--- config.mk ---
export PLATFORM = sky130hd
export DESIGN_NAME = lsmab_ctrl
export DESIGN_NICKNAME = d
export VERILOG_FILES = /design/src/rtl/lsmab_pkg.sv /design/src/rtl/lsmab_ctrl.sv
export SDC_FILE = /design/constraint.sdc
export NUM_CORES = 1
export LEC_CHECK = 0
export ABC_AREA = 1
export BUFFER_PORTS_ARGS = -buffer_cell sky130_fd_sc_hd__buf_4
export CAP_MARGIN = 25
export CORE_MARGIN = 3
export CORE_UTILIZATION = 45
export CTS_BUF_LIST = sky130_fd_sc_hd__clkbuf_4 sky130_fd_sc_hd__clkbuf_8
export DETAILED_ROUTE_END_ITERATION = 12
export PLACE_DENSITY = 0.72
export SYNTH_ARGS = -nofsm -noshare
export SYNTH_HDL_FRONTEND = slang
export SYNTH_SLANG_ARGS = --single-unit
export TNS_END_PERCENT = 10
--- constraint.sdc ---
create_clock -name clk -period 2.64 [get_ports clk]
set_input_delay 0.132 -clock clk [delete_from_list [all_inputs] [get_ports clk]]
set_output_delay 0.132 -clock clk [all_outputs]
set_load 0.005 [all_outputs]
--- src/rtl/lsmab_pkg.sv ---
// Types and codes shared by the append buffer controller and datapath
`default_nettype none
package lsmab_pkg;

	localparam logic [2:0] OP_PUT   = 3'd0;
	localparam logic [2:0] OP_DEL   = 3'd1;
	localparam logic [2:0] OP_GET   = 3'd2;
	localparam logic [2:0] OP_FLUSH = 3'd3;
	localparam logic [2:0] OP_CLEAR = 3'd4;

	localparam logic [2:0] ST_OK      = 3'd0;
	localparam logic [2:0] ST_FULL    = 3'd1;
	localparam logic [2:0] ST_ABSENT  = 3'd2;
	localparam logic [2:0] ST_DELETED = 3'd3;
	localparam logic [2:0] ST_EMPTY   = 3'd4;

	typedef enum logic [2:0] {
		RS_OK     = 3'd0,
		RS_FULL   = 3'd1,
		RS_ABSENT = 3'd2,
		RS_EMPTY  = 3'd3,
		RS_GET    = 3'd4,
		RS_FLUSH  = 3'd5
	} rsel_t;

	typedef struct packed {
		logic  cap_in;
		logic  append;
		logic  clear;
		logic  get_init;
		logic  flush_init;
		logic  rd;
		logic  get_step;
		logic  fl_step;
		logic  pass_end;
		logic  finish;
		logic  out_load;
		rsel_t rsel;
	} cmd_t;

	typedef struct packed {
		logic [2:0] op;
		logic       full;
		logic       empty;
		logic       hit;
		logic       get_last;
		logic       fl_last;
		logic       have_best;
		logic       have_pend;
		logic       out_take;
	} sts_t;

endpackage
`default_nettype wire

--- src/rtl/lsmab_ctrl.sv ---
// Controller state machine of the append buffer
`default_nettype none
module lsmab_ctrl (
	input  wire logic            clk,
	input  wire logic            arst_n,
	input  wire logic            in_valid,
	output logic                 in_stall,
	input  wire lsmab_pkg::sts_t sts,
	output lsmab_pkg::cmd_t      cmd
);
	typedef enum logic [9:0] {
		S_IDLE  = 10'b0000000001,
		S_DISP  = 10'b0000000010,
		S_GRD   = 10'b0000000100,
		S_GCMP  = 10'b0000001000,
		S_FRD   = 10'b0000010000,
		S_FCMP  = 10'b0000100000,
		S_FEND  = 10'b0001000000,
		S_FWAIT = 10'b0010000000,
		S_FNEXT = 10'b0100000000,
		S_WAIT  = 10'b1000000000
	} state_t;

	state_t state_q, state_d;

	assign in_stall = (state_q != S_IDLE);

	always_comb begin
		cmd      = '0;
		cmd.rsel = lsmab_pkg::RS_OK;
		state_d  = state_q;
		unique case (state_q)
			S_IDLE: begin
				if (in_valid) begin
					cmd.cap_in = 1'b1;
					state_d    = S_DISP;
				end
			end
			S_DISP: begin
				priority if (sts.op == lsmab_pkg::OP_PUT || sts.op == lsmab_pkg::OP_DEL) begin
					cmd.out_load = 1'b1;
					if (sts.full)
						cmd.rsel = lsmab_pkg::RS_FULL;
					else
						cmd.append = 1'b1;
					state_d = S_WAIT;
				end else if (sts.op == lsmab_pkg::OP_GET) begin
					if (sts.empty) begin
						cmd.out_load = 1'b1;
						cmd.rsel     = lsmab_pkg::RS_ABSENT;
						state_d      = S_WAIT;
					end else begin
						cmd.get_init = 1'b1;
						state_d      = S_GRD;
					end
				end else if (sts.op == lsmab_pkg::OP_FLUSH) begin
					if (sts.empty) begin
						cmd.out_load = 1'b1;
						cmd.rsel     = lsmab_pkg::RS_EMPTY;
						state_d      = S_WAIT;
					end else begin
						cmd.flush_init = 1'b1;
						state_d        = S_FRD;
					end
				end else if (sts.op == lsmab_pkg::OP_CLEAR) begin
					cmd.clear    = 1'b1;
					cmd.out_load = 1'b1;
					state_d      = S_WAIT;
				end else begin
					state_d = S_IDLE;
				end
			end
			S_GRD: begin
				cmd.rd  = 1'b1;
				state_d = S_GCMP;
			end
			S_GCMP: begin
				priority if (sts.hit) begin
					cmd.out_load = 1'b1;
					cmd.rsel     = lsmab_pkg::RS_GET;
					state_d      = S_WAIT;
				end else if (sts.get_last) begin
					cmd.out_load = 1'b1;
					cmd.rsel     = lsmab_pkg::RS_ABSENT;
					state_d      = S_WAIT;
				end else begin
					cmd.get_step = 1'b1;
					state_d      = S_GRD;
				end
			end
			S_FRD: begin
				cmd.rd  = 1'b1;
				state_d = S_FCMP;
			end
			S_FCMP: begin
				cmd.fl_step = 1'b1;
				state_d     = sts.fl_last ? S_FEND : S_FRD;
			end
			S_FEND: begin
				if (sts.have_pend) begin
					cmd.out_load = 1'b1;
					cmd.rsel     = lsmab_pkg::RS_FLUSH;
					state_d      = S_FWAIT;
				end else begin
					state_d = S_FNEXT;
				end
			end
			S_FWAIT: begin
				if (sts.out_take)
					state_d = S_FNEXT;
			end
			S_FNEXT: begin
				if (sts.have_best) begin
					cmd.pass_end = 1'b1;
					state_d      = S_FRD;
				end else begin
					cmd.finish = 1'b1;
					state_d    = S_IDLE;
				end
			end
			S_WAIT: begin
				if (sts.out_take)
					state_d = S_IDLE;
			end
			default: state_d = S_IDLE;
		endcase
	end

	always_ff @(posedge clk or negedge arst_n) begin
		if (!arst_n)
			state_q <= S_IDLE;
		else
			state_q <= state_d;
	end
endmodule
`default_nettype wire

; ---- Word level (Yosys, flattened, before mapping)
; Cells that the tools add are included.
[classes]
n_eq_ne = 18
mux = 47
n_reduce_logical = 4
[op_table]
columns = operator, n
row1 = $mux W10, 11
row2 = $pmux W10 S10, 1
row3 = $mux W4, 8
row4 = $mux W1, 20
row5 = $pmux W4 S3, 1
row6 = $eq A10 B1 Y1 const B, 1
row7 = $eq A10 B10 Y1 const B, 1
row8 = $eq A10 B2 Y1 const B, 1
row9 = $eq A10 B3 Y1 const B, 1
row10 = $eq A10 B4 Y1 const B, 1
row11 = $eq A10 B5 Y1 const B, 1
row12 = $eq A10 B6 Y1 const B, 1
row13 = $eq A10 B7 Y1 const B, 1
row14 = $eq A10 B8 Y1 const B, 1
row15 = $eq A10 B9 Y1 const B, 1
row16 = $ne A10 B1 Y1 const B, 1
row17 = $mux W9, 1
row18 = $mux W7, 1
row19 = $eq A3 B2 Y1 const B, 2
row20 = $mux W3, 2
row21 = $ne A2 B2 Y1 const B, 3
row22 = $mux W5, 1
row23 = $eq A3 B1 Y1 const B, 1
row24 = $eq A3 B3 Y1 const B, 1
row25 = other kinds (5), 5
[word_totals]
register_bits = 10
in_bits = 14
output_inout_bits = 15
wordCells = 70

; ---- Depth between registers and ports, before layout
[logic_depth]
ltp_word = 6
depth_mapped = 8
mapped_depth_nobuf = 8

; ---- Worst setup path after synthesis
; No wires, ideal clock.
[synth_path]
kind = reg2reg
from = register state_q[0]
to = register state_q[0]
setup_ps = 68
arrival_time_ps = 1192
required_time_ps = 2572
setup_slack_ps = 1380
path_stages_with_launch = 9
n_path_buf = 0
path_cell_list = dfstp_2 -> nor2_2 -> nand2_2 -> clkinv_2 -> nand3_1 -> nand3_1 -> nor2_1 -> nand2_1 -> a21oi_2
[synth_between]
elab_chain_cells = 3
elab_cells_between_ends = 15
[synth_lines]
columns = item, line_no
row1 = start: declaration, lsmab_ctrl.sv:24  ; state_t state_q, state_d;
row2 = start signal: assignment, lsmab_ctrl.sv:133  ; state_q <= state_d;
row3 = "$eq A10 B8 Y1, or another cell as far along", lsmab_ctrl.sv:32  ; unique case (state_q)
row4 = $ne A2 B2 Y1 (no line), n/a
row5 = $reduce_and A3 Y1 (no line), n/a
; Several ways; a longest one is shown, not always the timed one.
; A chain may end at the register's enable or synchronous reset.

==> flow_summary.yaml <==
power_and_ir_drop:
  pwr_density_cell_nw_per_um2: 512
  ir_worst_vdd_mv: 0.289
  total_leakage_power_nw: 0.672
logic_synthesis:
  synthArstFlopShare: 1.00
  syn_area_per_cell_um2: 6.28
  synthCells: 139
  yosysSeqAreaShare: 0.288
  ys_warn_count: 0
  synth_edf_count: 0
  synth_nets: 153
  synth_area_um2: 873
  synth_largest_area_cell: "dfrtp_1"
  ys_top_cells_by_area: "dfrtp_1 26%, inv_1 12%, nor2_1 12%"
  netlist_top_cells_count: "28 x inv_1, 28 x nor2_1, 22 x nand2_1, 14 x nand3_1, 9 x dfrtp_1"
  netlist-cell-type-count: 24
  ys_seq_elements: 10
  synth_top_area_frac: 0.258
  synth_ff_type: "dfrtp_1"
global_routing:
  grt_pass1_wl_um: 3750
  grt-ovfl-total: 0
  grt_max_degree: 11
  antenna_found_initial: 0
  grt_pass1_vias: 924
  grt.total_usage: 0.194
setup_path:
  arrival_ns: 1.67
  criticalPathCategory: "reg -> out"
  crit_fanout: 6
  cp-start-kind: "register"
  cp.required_ns: 2.51
  end_kind: "output pin"
final_layout:
  finalNetCount: 187
  top_regs: "state_q (10)"
  largest_register: "state_q"
  drive_above_1_share: 0.314
  fin_area_um2: 1150
  largest_reg_flops: 10
  antenna_cells: 0
  area_growth_pct: 32.2
clocking:
  root_buffer: "clkbuf_4"
  cts_tree: "built"
  cts.htree.levels: 1
  cts_sinks: 10
  cts_buffer_depth: 2
  post_cts_resized: 0
  clock_latency_ns: 0.26
  cts.clk_slew.worst_paths_ns: 0.08
  cts_inserted_buffers: 3
sta:
  min_period_ns: 1.80
  setup-tns-final_ns: 0
  finalCritPeriodShare: 0.681
  tightest_slew_ns: 0.243
  finalWorstSetupSlack_ns: 0.842
  clock_skew_ns: 0.0102
  setup_viol: 0
  max_slew_margin: 0.838
  hold_viol_final: 0
  rsz0062_at_grt: "no"
  slew_viol_final: 0
  maxClockFrequency_mhz: 556
die:
  die-area_um2: 2510
  die_width_um: 50.1
  fp.coreArea_um2: 1780
  placementRows: 15
  pin_count: 29
  die_h_um: 50.1
  initial_core_util: 0.490
placed_design:
  pre_cts_ws_ns: 1.11
  gp_congestion: 0.885
  dp_hpwl_um: 1890
  io_buffers: 28
  place_area_um2: 1110
routing:
  initialDrtViolationCount: 20
  first_pass_iters: 4
  ant_nets: 0
  routed-via-count: 956
  drc: 0
  drt-vias-per-instance: 4.85
  wl_per_cell_um: 11.2
  wirelength_um: 2210
run:
  cap_viol_max_count: 0
outcome:
  status: "complete, no violations"
hold_path:
  hold_path.class: "in -> reg"
[placed cells by master (no fill, tap or decap), types with 2 or more instances in the layout]
master	n
inv_1	28
nor2_1	28
o22ai_1	4
nand3_1	14
dfrtp_1	9
nand2_1	22
nor2_2	8
nand2_2	4
clkbuf_4	4
a21oi_1	2
buf_4	28
o21ai_0	3
nand3_2	4
[path summary, 6_finish.rpt]
kind	from	to	slack (ns)	cells past startpoint
setup / recovery	state_q[0]	cmd[2]	0.84	8
hold / removal	sts[3]	state_q[4]	0.09	2
setup reg to reg	state_q[0]	state_q[0]	1.19	8
hold reg to reg	state_q[7]	state_q[7]	0.57	2
max in group asynchronous	arst_n	state_q[0]	2.17	2
min in group asynchronous	arst_n	state_q[8]	0.24	2
[power breakdown]
part           total, mW  internal [mW]  switching (mW)
Clock              0.122         0.0686          0.0536
Combinational      0.280          0.113           0.167
Sequential         0.189          0.175          0.0138
Total              0.591          0.357           0.234
[critical path, stage by stage, from the launching register on]
cell and delay (ns):
dfstp_2 0.55, nor2_2 0.05, nand2_2 0.13, clkinv_2 0.12, nand4_1 0.12, inv_1 0.05, nand2_1 0.12, o21ai_0 0.12
buf_4 0.15
[timing repair]
action / in CTS / in global routing
hold buffers: 1 / 0
buffers inserted: 0 / 0
hold endpoints to repair: 10 / 0
[metrics by stage]
stage	hold slack, ns	utilization	power, mW	cells
global route	0.0987	0.648	0.639	197
CTS	0.0949	0.648	0.595	197
global placement	-0.0256	0.625	0.467	192
finish	0.0933	0.648	0.591	197
detailed placement	-0.0280	0.625	0.471	192
floorplan	-0.164	-	0.384	139
[cell families after synthesis]
group | share of synthesized area
AND/OR/NAND/NOR | 0.496
buffers and inverters | 0.126
AO/OA/AOI/OAI | 0.0902
flip-flops | 0.288
[layer usage]
metal	GRT usage	vias up	share of wire
met3	0.0332	2	0.053
met5	0	-	0
li1	-	499	-
met1	0.223	422	0.45
met4	0.0691	0	0.0095
met2	0.354	33	0.49
[cell type report]
type,count,area [µm²]
fill,174,628
multi-input combinational,100,512
clock buffer,4,30.0
tap,25,31.3
inverter,29,110
sequential,10,251
timing repair buffer,29,220
No activity file was read; power rests on OpenSTA's default activity.
